<file path="src/rtl/assert_macros.svh">
// assertion macros shared by the rtl files of the chunk deframer
// expects signals clk and arst_n in the scope of each use
`ifndef ASSERT_MACROS_SVH
`define ASSERT_MACROS_SVH

// condition must never be true while out of reset
`define PCD_ASSERT_NEVER(lbl, cond, msg) \
	lbl: assert property (@(posedge clk) disable iff (!arst_n) !(cond)) else $error(msg);

// antecedent implies consequent in the same cycle
`define PCD_ASSERT_IMPL(lbl, ante, cons, msg) \
	lbl: assert property (@(posedge clk) disable iff (!arst_n) (ante) |-> (cons)) else $error(msg);

`endif

</file>
<file path="src/rtl/pcd_pkg.sv">
// types, constants and the chunk type classifier of the png chunk deframer
// no dependencies
package pcd_pkg;

	// parser phase, one-hot
	typedef enum logic [4:0] {
		PH_SIG  = 5'b00001,
		PH_LEN  = 5'b00010,
		PH_TYPE = 5'b00100,
		PH_DATA = 5'b01000,
		PH_CRC  = 5'b10000
	} phase_t;

	localparam int NUM_KINDS = 24;
	localparam int NUM_CODES = 23;

	localparam logic [4:0] KIND_TEXT    = 5'd16;
	localparam logic [4:0] KIND_IEND    = 5'd22;
	localparam logic [4:0] KIND_UNKNOWN = 5'd23;

	localparam logic [31:0] SIG_LAST     = 32'd7;
	localparam logic [31:0] WIDTH_FIRST  = 32'd16;
	localparam logic [31:0] WIDTH_LAST   = 32'd19;
	localparam logic [31:0] HEIGHT_FIRST = 32'd20;
	localparam logic [31:0] HEIGHT_LAST  = 32'd23;
	localparam logic [1:0]  FIELD_LAST   = 2'd3;

	localparam logic [31:0] ITXT_CODE = 32'h69545874;

	// chunk type codes in kind order
	localparam logic [31:0] TYPE_CODES [NUM_CODES] = '{
		32'h49484452, // IHDR
		32'h6348524D, // cHRM
		32'h67414D41, // gAMA
		32'h69434350, // iCCP
		32'h73424954, // sBIT
		32'h73524742, // sRGB
		32'h504C5445, // PLTE
		32'h624B4744, // bKGD
		32'h68495354, // hIST
		32'h74524E53, // tRNS
		32'h6F464673, // oFFs
		32'h70485973, // pHYs
		32'h73504C54, // sPLT
		32'h7343414C, // sCAL
		32'h49444154, // IDAT
		32'h74494D45, // tIME
		32'h74455874, // tEXt
		32'h7A545874, // zTXt
		32'h66524163, // fRAc
		32'h67494667, // gIFg
		32'h67494674, // gIFt
		32'h67494678, // gIFx
		32'h49454E44  // IEND
	};

	// one finished chunk, handed from the parser to the counter stage
	typedef struct packed {
		logic        clear;
		logic [31:0] offset;
		logic [4:0]  kind;
		logic [31:0] length;
		logic [31:0] crc;
		logic [31:0] width;
		logic [31:0] height;
		logic [31:0] consumed;
	} chunk_rec_t;

	// map a four-character type code to its kind, iTXt shares the text kind
	function automatic logic [4:0] classify(input logic [31:0] code);
		logic [4:0] k;
		k = KIND_UNKNOWN;
		for (int i = 0; i < NUM_CODES; i++) begin
			if (TYPE_CODES[i] == code) k = 5'(i);
		end
		if (code == ITXT_CODE) k = KIND_TEXT;
		return k;
	endfunction

endpackage

</file>
<file path="src/rtl/pcd_in_if.sv">
// byte input channel of the png chunk deframer
// no dependencies
interface pcd_in_if;
	logic       valid;
	logic       ready;
	logic       start_req;
	logic [7:0] data_byte;

	modport source(output valid, output start_req, output data_byte, input ready);
	modport sink(input valid, input start_req, input data_byte, output ready);
endinterface

</file>
<file path="src/rtl/pcd_out_if.sv">
// chunk record output channel of the png chunk deframer
// no dependencies
interface pcd_out_if;
	logic        valid;
	logic        ready;
	logic [31:0] chunk_offset;
	logic [4:0]  chunk_kind;
	logic [31:0] chunk_length;
	logic [31:0] crc_value;
	logic [31:0] kind_count;
	logic [31:0] image_width;
	logic [31:0] image_height;
	logic [31:0] bytes_consumed;
	logic        is_end;
	logic        is_error;

	modport source(output valid, output chunk_offset, output chunk_kind,
		output chunk_length, output crc_value, output kind_count, output image_width,
		output image_height, output bytes_consumed, output is_end, output is_error,
		input ready);
	modport sink(input valid, input chunk_offset, input chunk_kind,
		input chunk_length, input crc_value, input kind_count, input image_width,
		input image_height, input bytes_consumed, input is_end, input is_error,
		output ready);
endinterface

</file>
<file path="src/rtl/pcd_front.sv">
// byte parser: signature skip, header capture, chunk framing and classification
// depends on pcd_pkg, pcd_in_if and assert_macros.svh
`include "assert_macros.svh"

module pcd_front
	import pcd_pkg::*;
(
	input  logic       clk,
	input  logic       arst_n,
	pcd_in_if.sink     byte_in,
	input  logic       full,
	output logic       push,
	output chunk_rec_t rec
);

	phase_t      phase_q, e_phase, phase_d;
	logic [1:0]  idx_q, e_idx, idx_d;
	logic [31:0] off_q, e_off, off_d;
	logic [31:0] cstart_q, cstart_d;
	logic [31:0] len_q, e_len, len_d;
	logic [31:0] rem_q, rem_d;
	logic [31:0] type_q, e_type, type_d;
	logic [31:0] crc_q, e_crc, crc_d;
	logic [31:0] width_q, e_width, width_d;
	logic [31:0] height_q, e_height, height_d;
	logic [4:0]  kind_q, kind_d;
	logic        stopped_q, e_stopped, stopped_d;
	logic        clr_pend_q, e_clr, clr_d;
	logic        accept, restart;
	logic [7:0]  b;

	assign byte_in.ready = !full;
	assign accept  = byte_in.valid && byte_in.ready;
	assign restart = accept && byte_in.start_req;
	assign b       = byte_in.data_byte;

	// state as seen after an optional restart
	assign e_phase   = restart ? PH_SIG : phase_q;
	assign e_idx     = restart ? 2'd0 : idx_q;
	assign e_off     = restart ? 32'd0 : off_q;
	assign e_len     = restart ? 32'd0 : len_q;
	assign e_type    = restart ? 32'd0 : type_q;
	assign e_crc     = restart ? 32'd0 : crc_q;
	assign e_width   = restart ? 32'd0 : width_q;
	assign e_height  = restart ? 32'd0 : height_q;
	assign e_stopped = restart ? 1'b0 : stopped_q;
	assign e_clr     = restart ? 1'b1 : clr_pend_q;

	// next state for one accepted byte
	always_comb begin
		phase_d   = e_phase;
		idx_d     = e_idx;
		off_d     = e_off;
		cstart_d  = cstart_q;
		len_d     = e_len;
		rem_d     = rem_q;
		type_d    = e_type;
		crc_d     = e_crc;
		width_d   = e_width;
		height_d  = e_height;
		kind_d    = kind_q;
		stopped_d = e_stopped;
		clr_d     = e_clr;
		push      = 1'b0;
		rec       = '0;
		if (!e_stopped) begin
			// header capture by file offset
			if (e_off >= WIDTH_FIRST && e_off <= WIDTH_LAST) begin
				width_d = {e_width[23:0], b};
			end else if (e_off >= HEIGHT_FIRST && e_off <= HEIGHT_LAST) begin
				height_d = {e_height[23:0], b};
			end
			case (e_phase)
				PH_SIG: begin
					if (e_off >= SIG_LAST) begin
						phase_d = PH_LEN;
						idx_d   = 2'd0;
					end
				end
				PH_LEN: begin
					if (e_idx == 2'd0) cstart_d = e_off;
					len_d = {e_len[23:0], b};
					if (e_idx == FIELD_LAST) begin
						idx_d   = 2'd0;
						phase_d = PH_TYPE;
					end else begin
						idx_d = e_idx + 2'd1;
					end
				end
				PH_TYPE: begin
					type_d = {e_type[23:0], b};
					if (e_idx == FIELD_LAST) begin
						idx_d   = 2'd0;
						rem_d   = e_len;
						kind_d  = classify(type_d);
						phase_d = (e_len == 32'd0) ? PH_CRC : PH_DATA;
					end else begin
						idx_d = e_idx + 2'd1;
					end
				end
				PH_DATA: begin
					rem_d = rem_q - 32'd1;
					if (rem_d == 32'd0) begin
						phase_d = PH_CRC;
						idx_d   = 2'd0;
					end
				end
				PH_CRC: begin
					crc_d = {e_crc[23:0], b};
					if (e_idx == FIELD_LAST) begin
						push         = accept;
						rec.clear    = e_clr;
						rec.offset   = cstart_q;
						rec.kind     = kind_q;
						rec.length   = e_len;
						rec.crc      = crc_d;
						rec.width    = width_d;
						rec.height   = height_d;
						rec.consumed = (&e_off) ? e_off : e_off + 32'd1;
						clr_d        = 1'b0;
						if (kind_q == KIND_IEND || kind_q == KIND_UNKNOWN) stopped_d = 1'b1;
						idx_d   = 2'd0;
						len_d   = 32'd0;
						type_d  = 32'd0;
						crc_d   = 32'd0;
						phase_d = PH_LEN;
					end else begin
						idx_d = e_idx + 2'd1;
					end
				end
				default: begin
					phase_d = PH_SIG;
				end
			endcase
			if (!(&e_off)) off_d = e_off + 32'd1;
		end
	end

	// control state
	always_ff @(posedge clk or negedge arst_n) begin
		if (!arst_n) begin
			phase_q    <= PH_SIG;
			idx_q      <= 2'd0;
			off_q      <= 32'd0;
			len_q      <= 32'd0;
			type_q     <= 32'd0;
			crc_q      <= 32'd0;
			width_q    <= 32'd0;
			height_q   <= 32'd0;
			stopped_q  <= 1'b0;
			clr_pend_q <= 1'b0;
		end else if (accept) begin
			phase_q    <= phase_d;
			idx_q      <= idx_d;
			off_q      <= off_d;
			len_q      <= len_d;
			type_q     <= type_d;
			crc_q      <= crc_d;
			width_q    <= width_d;
			height_q   <= height_d;
			stopped_q  <= stopped_d;
			clr_pend_q <= clr_d;
		end
	end

	// payload registers, always written before being read
	always_ff @(posedge clk) begin
		if (accept) begin
			cstart_q <= cstart_d;
			rem_q    <= rem_d;
			kind_q   <= kind_d;
		end
	end

	`PCD_ASSERT_IMPL(a_push_in_crc, push, phase_q == PH_CRC && idx_q == FIELD_LAST, "push outside last crc byte")
	`PCD_ASSERT_NEVER(a_push_stopped, push && stopped_q, "record pushed while stopped")

endmodule

</file>
<file path="src/rtl/pcd_fifo.sv">
// short queue of finished chunk transactions between parser and counter stage
// depends on pcd_pkg and assert_macros.svh
`include "assert_macros.svh"

module pcd_fifo
	import pcd_pkg::*;
#(
	parameter int DEPTH = 2
) (
	input  logic       clk,
	input  logic       arst_n,
	input  logic       push,
	input  chunk_rec_t wr_rec,
	input  logic       pop,
	output chunk_rec_t rd_rec,
	output logic       full,
	output logic       empty
);

	localparam int PW = (DEPTH > 1) ? $clog2(DEPTH) : 1;
	localparam int CW = $clog2(DEPTH + 1);
	localparam logic [PW-1:0] PTR_LAST = PW'(DEPTH - 1);

	chunk_rec_t      slot_q [DEPTH];
	logic [PW-1:0]   wr_ptr_q, rd_ptr_q;
	logic [CW-1:0]   count_q;

	assign full   = (count_q == CW'(DEPTH));
	assign empty  = (count_q == '0);
	assign rd_rec = slot_q[rd_ptr_q];

	// pointers and fill level
	always_ff @(posedge clk or negedge arst_n) begin
		if (!arst_n) begin
			wr_ptr_q <= '0;
			rd_ptr_q <= '0;
			count_q  <= '0;
		end else begin
			if (push) wr_ptr_q <= (wr_ptr_q == PTR_LAST) ? '0 : wr_ptr_q + PW'(1);
			if (pop)  rd_ptr_q <= (rd_ptr_q == PTR_LAST) ? '0 : rd_ptr_q + PW'(1);
			if (push && !pop) count_q <= count_q + CW'(1);
			else if (pop && !push) count_q <= count_q - CW'(1);
		end
	end

	// slot storage
	always_ff @(posedge clk) begin
		if (push) slot_q[wr_ptr_q] <= wr_rec;
	end

	`PCD_ASSERT_NEVER(a_overflow, push && full, "push into full queue")
	`PCD_ASSERT_NEVER(a_underflow, pop && empty, "pop from empty queue")

endmodule

</file>
<file path="src/rtl/pcd_back.sv">
// per-kind saturating counters and the registered output record
// depends on pcd_pkg, pcd_out_if and assert_macros.svh
`include "assert_macros.svh"

module pcd_back
	import pcd_pkg::*;
(
	input  logic       clk,
	input  logic       arst_n,
	input  chunk_rec_t rec,
	input  logic       empty,
	output logic       pop,
	pcd_out_if.source  rec_out
);

	logic [31:0] cnt_q [NUM_KINDS];
	logic [31:0] cnt_base, cnt_new;
	logic        out_valid_q;
	chunk_rec_t  rec_s1;
	logic [31:0] count_s1;

	assign pop = !empty && (!out_valid_q || rec_out.ready);

	// counter update, a start transaction clears the table first
	assign cnt_base = rec.clear ? 32'd0 : cnt_q[rec.kind];
	assign cnt_new  = (&cnt_base) ? cnt_base : cnt_base + 32'd1;

	always_ff @(posedge clk or negedge arst_n) begin
		if (!arst_n) begin
			for (int i = 0; i < NUM_KINDS; i++) cnt_q[i] <= 32'd0;
			out_valid_q <= 1'b0;
		end else begin
			if (pop) begin
				for (int i = 0; i < NUM_KINDS; i++) begin
					if (rec.kind == 5'(i)) cnt_q[i] <= cnt_new;
					else if (rec.clear) cnt_q[i] <= 32'd0;
				end
				out_valid_q <= 1'b1;
			end else if (rec_out.ready) begin
				out_valid_q <= 1'b0;
			end
		end
	end

	// output record register
	always_ff @(posedge clk) begin
		if (pop) begin
			rec_s1   <= rec;
			count_s1 <= cnt_new;
		end
	end

	assign rec_out.valid          = out_valid_q;
	assign rec_out.chunk_offset   = rec_s1.offset;
	assign rec_out.chunk_kind     = rec_s1.kind;
	assign rec_out.chunk_length   = rec_s1.length;
	assign rec_out.crc_value      = rec_s1.crc;
	assign rec_out.kind_count     = count_s1;
	assign rec_out.image_width    = rec_s1.width;
	assign rec_out.image_height   = rec_s1.height;
	assign rec_out.bytes_consumed = rec_s1.consumed;
	assign rec_out.is_end         = (rec_s1.kind == KIND_IEND);
	assign rec_out.is_error       = (rec_s1.kind == KIND_UNKNOWN);

	`PCD_ASSERT_IMPL(a_count_nonzero, out_valid_q, count_s1 != 32'd0, "record with zero count")
	`PCD_ASSERT_NEVER(a_end_and_error, out_valid_q && rec_out.is_end && rec_out.is_error, "end and error together")

endmodule

</file>
<file path="src/rtl/png_chunk_deframer_counter_unit.sv">
// PNG chunk deframer and per-kind chunk counter, top level
//
// byte_in carries one file byte per transaction; start_req on a byte clears
// all parser state and the kind counters, and that byte is file offset 0.
// rec_out carries one record per chunk, sent after the chunk's last CRC byte:
// offset, kind, length, stored CRC, saturating kind count, captured width and
// height, bytes consumed and the end and error flags.
// The parser takes one byte per cycle while the queue is not full. A record
// passes from the queue, which takes it as its last CRC byte is accepted, to the
// output register; the counter stage retires one record per cycle while that
// register is empty or being taken, so chunks follow each other without gaps.
// After IEND or an unknown chunk type, bytes are taken and dropped until the
// next start_req.
// When rec_out stalls, records collect in the queue (QUEUE_DEPTH entries) plus
// the output register; only when the queue is full does byte_in drop ready.
// Reset clears the parser, the counters and the queue; the first byte after
// reset is treated as offset 0 even without start_req.
// depends on pcd_pkg, pcd_in_if, pcd_out_if, pcd_front, pcd_fifo, pcd_back
module png_chunk_deframer_counter_unit
	import pcd_pkg::*;
#(
	parameter int QUEUE_DEPTH = 2
) (
	input  logic      clk,
	input  logic      arst_n,
	pcd_in_if.sink    byte_in,
	pcd_out_if.source rec_out
);

	chunk_rec_t front_rec, queue_rec;
	logic       push, pop, full, empty;

	// parser and classifier
	pcd_front u_front (
		.clk     (clk),
		.arst_n  (arst_n),
		.byte_in (byte_in),
		.full    (full),
		.push    (push),
		.rec     (front_rec)
	);

	// decoupling queue
	pcd_fifo #(
		.DEPTH (QUEUE_DEPTH)
	) u_fifo (
		.clk    (clk),
		.arst_n (arst_n),
		.push   (push),
		.wr_rec (front_rec),
		.pop    (pop),
		.rd_rec (queue_rec),
		.full   (full),
		.empty  (empty)
	);

	// counters and output register
	pcd_back u_back (
		.clk     (clk),
		.arst_n  (arst_n),
		.rec     (queue_rec),
		.empty   (empty),
		.pop     (pop),
		.rec_out (rec_out)
	);

endmodule

</file>
<file path="src/flat_wrapper.sv">
// flat-port wrapper written by rule: the top's interface ports become plain ports
module png_chunk_deframer_counter_unit_flat import pcd_pkg::*;
#(
	parameter int QUEUE_DEPTH = 2
)
  (clk, arst_n, byte_in_valid, byte_in_start_req, byte_in_data_byte, byte_in_ready, rec_out_valid, rec_out_chunk_offset, rec_out_chunk_kind, rec_out_chunk_length, rec_out_crc_value, rec_out_kind_count, rec_out_image_width, rec_out_image_height, rec_out_bytes_consumed, rec_out_is_end, rec_out_is_error, rec_out_ready);
  pcd_in_if byte_in_i ();
  pcd_out_if rec_out_i ();
  input  logic clk;
  input  logic arst_n;
  input wire logic [$bits(byte_in_i.valid)-1:0] byte_in_valid;
  input wire logic [$bits(byte_in_i.start_req)-1:0] byte_in_start_req;
  input wire logic [$bits(byte_in_i.data_byte)-1:0] byte_in_data_byte;
  output wire logic [$bits(byte_in_i.ready)-1:0] byte_in_ready;
  output wire logic [$bits(rec_out_i.valid)-1:0] rec_out_valid;
  output wire logic [$bits(rec_out_i.chunk_offset)-1:0] rec_out_chunk_offset;
  output wire logic [$bits(rec_out_i.chunk_kind)-1:0] rec_out_chunk_kind;
  output wire logic [$bits(rec_out_i.chunk_length)-1:0] rec_out_chunk_length;
  output wire logic [$bits(rec_out_i.crc_value)-1:0] rec_out_crc_value;
  output wire logic [$bits(rec_out_i.kind_count)-1:0] rec_out_kind_count;
  output wire logic [$bits(rec_out_i.image_width)-1:0] rec_out_image_width;
  output wire logic [$bits(rec_out_i.image_height)-1:0] rec_out_image_height;
  output wire logic [$bits(rec_out_i.bytes_consumed)-1:0] rec_out_bytes_consumed;
  output wire logic [$bits(rec_out_i.is_end)-1:0] rec_out_is_end;
  output wire logic [$bits(rec_out_i.is_error)-1:0] rec_out_is_error;
  input wire logic [$bits(rec_out_i.ready)-1:0] rec_out_ready;
  assign byte_in_i.valid = byte_in_valid;
  assign byte_in_i.start_req = byte_in_start_req;
  assign byte_in_i.data_byte = byte_in_data_byte;
  assign byte_in_ready = byte_in_i.ready;
  assign rec_out_valid = rec_out_i.valid;
  assign rec_out_chunk_offset = rec_out_i.chunk_offset;
  assign rec_out_chunk_kind = rec_out_i.chunk_kind;
  assign rec_out_chunk_length = rec_out_i.chunk_length;
  assign rec_out_crc_value = rec_out_i.crc_value;
  assign rec_out_kind_count = rec_out_i.kind_count;
  assign rec_out_image_width = rec_out_i.image_width;
  assign rec_out_image_height = rec_out_i.image_height;
  assign rec_out_bytes_consumed = rec_out_i.bytes_consumed;
  assign rec_out_is_end = rec_out_i.is_end;
  assign rec_out_is_error = rec_out_i.is_error;
  assign rec_out_i.ready = rec_out_ready;
  png_chunk_deframer_counter_unit #(.QUEUE_DEPTH(QUEUE_DEPTH)) u_core (.clk(clk), .arst_n(arst_n), .byte_in(byte_in_i), .rec_out(rec_out_i));
endmodule
</file>
<file path="config.mk">
export PLATFORM = sky130hd
export DESIGN_NAME = png_chunk_deframer_counter_unit_flat
export DESIGN_NICKNAME = d
export VERILOG_FILES = /design/src/rtl/pcd_pkg.sv /design/src/rtl/pcd_in_if.sv /design/src/rtl/pcd_out_if.sv /design/src/rtl/pcd_front.sv /design/src/rtl/pcd_fifo.sv /design/src/rtl/pcd_back.sv /design/src/rtl/png_chunk_deframer_counter_unit.sv /design/src/flat_wrapper.sv
export VERILOG_INCLUDE_DIRS = /design/src /design/src/rtl
export SDC_FILE = /design/constraint.sdc
export NUM_CORES = 2
export LEC_CHECK = 0
export BUFFER_PORTS_ARGS = -buffer_cell sky130_fd_sc_hd__buf_2
export CORE_MARGIN = 2
export CORE_UTILIZATION = 65
export DETAILED_ROUTE_END_ITERATION = 8
export HOLD_SLACK_MARGIN = 0.08
export PLACE_DENSITY_LB_ADDON = 0.1
export SETUP_SLACK_MARGIN = 0.05
export SLEW_MARGIN = 20
export SYNTH_ARGS = -nofsm -noshare
export SYNTH_HDL_FRONTEND = slang
export SYNTH_SLANG_ARGS = --single-unit
</file>
<file path="constraint.sdc">
create_clock -name clk -period 41.1 [get_ports clk]
set_input_delay 2.055 -clock clk [delete_from_list [all_inputs] [get_ports clk]]
set_output_delay 2.055 -clock clk [all_outputs]
set_load 0.01 [all_outputs]
</file>
==> flow_summary.json <==
{
  "synth_edf_count": 694,
  "reg_to_reg_slack_setup_ps": 32920,
  "leading_cell_types_in_the_layout_fill_and_taps_excluded": "956 x sky130_fd_sc_hd__dfrtp_1, 694 x sky130_fd_sc_hd__edfxtp_1, 679 x sky130_fd_sc_hd__nand2_1, 538 x sky130_fd_sc_hd__o21ai_0, 411 x sky130_fd_sc_hd__nand3_1",
  "clock_latency_ps": 820,
  "r2r.worst_path.cells": 14,
  "h-tree-depth": 4,
  "biggest_registers_after_layout": "u_core.u_back.cnt_q: 768 flops, u_core.u_fifo.slot_q: 396 flops",
  "timing.fmax_mhz": 122,
  "post_synth_xor_area_fraction_pct": 1.14,
  "dr.pass1.iters": 9,
  "cp_max_fo": 49,
  "post-cts-setup-buffer-count": 0,
  "syn_area_per_cell_um2": 11.3,
  "num-fill-cells": 7744,
  "setup.worst_path.end_class": "register",
  "synth.mux.area_fraction_pct": 4.97,
  "register_area_um2": 44800,
  "route.detailed.wl_per_inst_um": 28.6,
  "synth_largest_type_area_fraction_pct": 32.5,
  "cts_tree": "done",
  "crit_required_ps": 41630,
  "leakage_power_nw": 32.3,
  "pre_cts_slack_ps": 33380,
  "setup_total_negative_slack_ps": 0,
  "initialDrtViolationCount": 8286,
  "placement_rows": 123,
  "layout_min_cycle_time_ps": 8180,
  "grt-ovfl-total": 0,
  "whs_ps": 478,
  "r2r-start": "u_core.u_fifo.rd_ptr_q$_DFFE_PN0P_",
  "design.core.area_um2": 112000,
  "cts_repair_resize_count": 0,
  "multi_input_comb_area_um2": 26500,
  "tritoncts_num_sinks": 1652,
  "syn_warnings": 0,
  "endpoint_of_the_worst_register_to_register_path": "u_core.u_back.rec_out.kind_count[0]$_DFFE_PP_",
  "die_h_um": 340,
  "via_per_inst": 7.06,
  "timing.critical_path.cells": "mux2i_4 > buf_4 > inv_6 > buf_4 > buf_4 > mux2i_1 > mux2i_1 > o21ai_0 > o31ai_1 > and4_1 > and4_1 > and3_1 > xor2_2 > inv_1",
  "syn_area_um2": 73600,
  "design.portCount": 246,
  "ant_nets": 0,
  "fin_ws_ps": 32920,
  "grt_first_pass_wirelength_um": 351000,
  "fin_worst_skew_ps": 28.1,
  "hold_start": "u_core.u_back.cnt_q[350]$_DFFE_PN0P_",
  "synth_compound_gate_area_share_pct": 16.6,
  "route.top_layer_used": "met5",
  "via_count": 57714,
  "postSynthNetCount": 6529,
  "vdd_drop_max_uv": 55.7,
  "tightest_slew_ps": 1230,
  "regMostFlops": "u_core.u_back.cnt_q",
  "max_cap_violations": 0,
  "cp_common_cell": "sky130_fd_sc_hd__buf_4",
  "slew_violations": 0,
  "rsz_0062_raised_after_global_routing": "no",
  "synth_simple_gate_area_share_pct": 12.5,
  "worstSetupPathType": "reg2reg",
  "cts-buffers-inserted": 167,
  "report.final.setup_viol": 0,
  "synth_adder_area_share_pct": 0.136,
  "buffer_ports.inserted": 245,
  "synth_area_leaders": "sky130_fd_sc_hd__dfrtp_1 33%, sky130_fd_sc_hd__edfxtp_1 28%, sky130_fd_sc_hd__o21ai_0 3.7%, sky130_fd_sc_hd__nand2_1 3.5%, sky130_fd_sc_hd__mux2_2 3.1%",
  "grt_max_degree": 172,
  "wirelength_met1_um": 84500,
  "max_slew_margin_pct": 17.3,
  "hold_viol_final": 0,
  "fraction_of_the_cycle_the_final_worst_path_needs_pct": 19.9,
  "drive_above_1_share_pct": 15.7,
  "total_die_area_um2": 116000,
  "antenna_found_initial": 4,
  "layout.cell_area.non_filler_um2": 81700,
  "design.final.nets": 6550,
  "first_global_vias": 55956,
  "area_delta_synth_final_pct": 11.0,
  "mapped_cells": 6508,
  "ys_types": 110,
  "dpl-instance-area_um2": 76000,
  "power-per-cell-area_nw_per_um2": 63.8,
  "layout.cells.most_common": "sky130_fd_sc_hd__dfrtp_1",
  "hold_depth": 2,
  "die_w_um": 340,
  "hold_crit_endpoint": "u_core.u_back.cnt_q[350]$_DFFE_PN0P_",
  "violations_in_the_final_reports": "design-rule violations",
  "synth-async-reset-ratio_pct": 58.0,
  "clkTransAtPathRegs_ps": 70,
  "status": "complete, but fails checks",
  "timing.critical_path.arrival_ps": 8710,
  "finalWeightedCongestion": 1.01,
  "drc_markers": 1,
  "synth_seq_cells": 1652,
  "hp-class": "reg2reg",
  "crit_path_slowest_cell": "sky130_fd_sc_hd__o31ai_1",
  "combinational_family_with_the_most_area_after_synthesis": "compound AO/OA/AOI/OAI gates",
  "synthDominantAreaCellType": "sky130_fd_sc_hd__dfrtp_1",
  "cts.hold.buffers_added": 0,
  "timing.critical_path.from_type": "register",
  "initial_utilization_pct": 65.5,
  "clock-root-buffer": "sky130_fd_sc_hd__clkbuf_16",
  "drt-total-wl_um": 234000,
  "main_flop_type_after_synthesis": "sky130_fd_sc_hd__dfrtp_1",
  "slowest_delay_ps": 960,
  "cts.path.max_buffers": 3,
  "met2RoutedLength_um": 107000,
  "global_route.usage.total_pct": 40.2,
  "dr_wl_met3_um": 25800,
  "largest_register_ffs": 768,
  "detailedPlacementHpwl_um": 138000,
  "share_of_synthesized_area_occupied_by_flip_flops_and_latches_pct": 60.9
}
cell families (layout without fill, tap and decap cells):
| family | after synthesis | count (layout) |
|---|---|---|
| buffers and inverters | 641 | 801 |
| AOI/OAI and AO/OA | 1896 | 1896 |
| and+or+nand+nor | 1928 | 1928 |
| adders and majority gates | 8 | 8 |
| muxes | 291 | 291 |
| xor gates and xnor gates | 92 | 92 |
| DFF | 1652 | 1652 |
| other | 0 | 4 |
cells in the mapped netlist, drive strengths merged (61+ instances only):
| cell | number |
|---|---|
| dfrtp | 957 |
| o21ai | 698 |
| edfxtp | 694 |
| nand2 | 681 |
| clkbuf | 431 |
| nand3 | 414 |
| a21oi | 351 |
| nor2 | 293 |
| a22o | 230 |
| mux2 | 201 |
| buf | 155 |
| and2 | 142 |
| nor3 | 103 |
| a21o | 94 |
| a31oi | 89 |
| nor4 | 69 |
| a22oi | 65 |
| o22ai | 63 |
| nand4 | 62 |
| xnor2 | 61 |
routing by layer:
metal,up-vias,GRT usage [%]
met4,4,25.4
met3,953,9.57
met5,-,0
li1,24207,-
met2,3991,61.0
met1,28559,52.6
area by class of cell:
type | instances | share of cell area (%)
Antenna cell | 4 | 0.0123
Clock buffer | 238 | 5.90
Clock inverter | 70 | 0.888
Inverter | 55 | 0.271
Multi-Input combinational cell | 4215 | 32.4
Sequential cell | 1652 | 54.9
Tap cell | 1500 | 2.30
Timing Repair Buffer | 438 | 3.35
how the worst max path moves through the flow:
| stage | from | end | slack (ps) |
|---|---|---|---|
| finish | u_core.u_fifo.rd_ptr_q$_DFFE_PN0P_ | u_core.u_back.rec_out.kind_count[0]$_DFFE_PP_ | 32920 |
| global route | u_core.u_fifo.rd_ptr_q$_DFFE_PN0P_ | u_core.u_back.cnt_q[384]$_DFFE_PN0P_ | 32600 |
| CTS | u_core.u_fifo.rd_ptr_q$_DFFE_PN0P_ | u_core.u_back.rec_out.kind_count[0]$_DFFE_PP_ | 33390 |
| detailed placement | u_core.u_fifo.rd_ptr_q$_DFFE_PN0P_ | u_core.u_back.cnt_q[352]$_DFFE_PN0P_ | 33380 |
| global placement | u_core.u_fifo.rd_ptr_q$_DFFE_PN0P_ | u_core.u_back.rec_out.kind_count[0]$_DFFE_PP_ | 33500 |
| floorplan | byte_in_start_req | u_core.u_fifo.slot_q[0][0]$_DFFE_PP_ | 22310 |
critical path: cells and delay by family (launching register included):
| kind | cells | cell delay (ps) |
|---|---|---|
| and+or+nand+nor | 3 | 1990 |
| muxes | 3 | 660 |
| AOI/OAI and AO/OA | 2 | 1080 |
| buffers and inverters | 5 | 2380 |
| DFF | 1 | 760 |
| xor gates and xnor gates | 1 | 810 |
through the flow:
| step | total power, W | cells | utilization (%) |
|---|---|---|---|
| after floorplan | 0.00300 | 6508 | - |
| after global placement | 0.00360 | 7857 | 67.6 |
| after detailed placement | 0.00362 | 7858 | 67.7 |
| after CTS | 0.00515 | 8166 | 72.6 |
| after global routing | 0.00535 | 8169 | 72.7 |
| final | 0.00521 | 8172 | 72.7 |
where the power goes:
part / switching, W / internal [W]
logic: 0.00112 / 0.000445
clock network: 0.000648 / 0.000893
registers: 0.000138 / 0.00197
total: 0.00190 / 0.00331
Note: power is estimated with default switching activity, not from simulation.
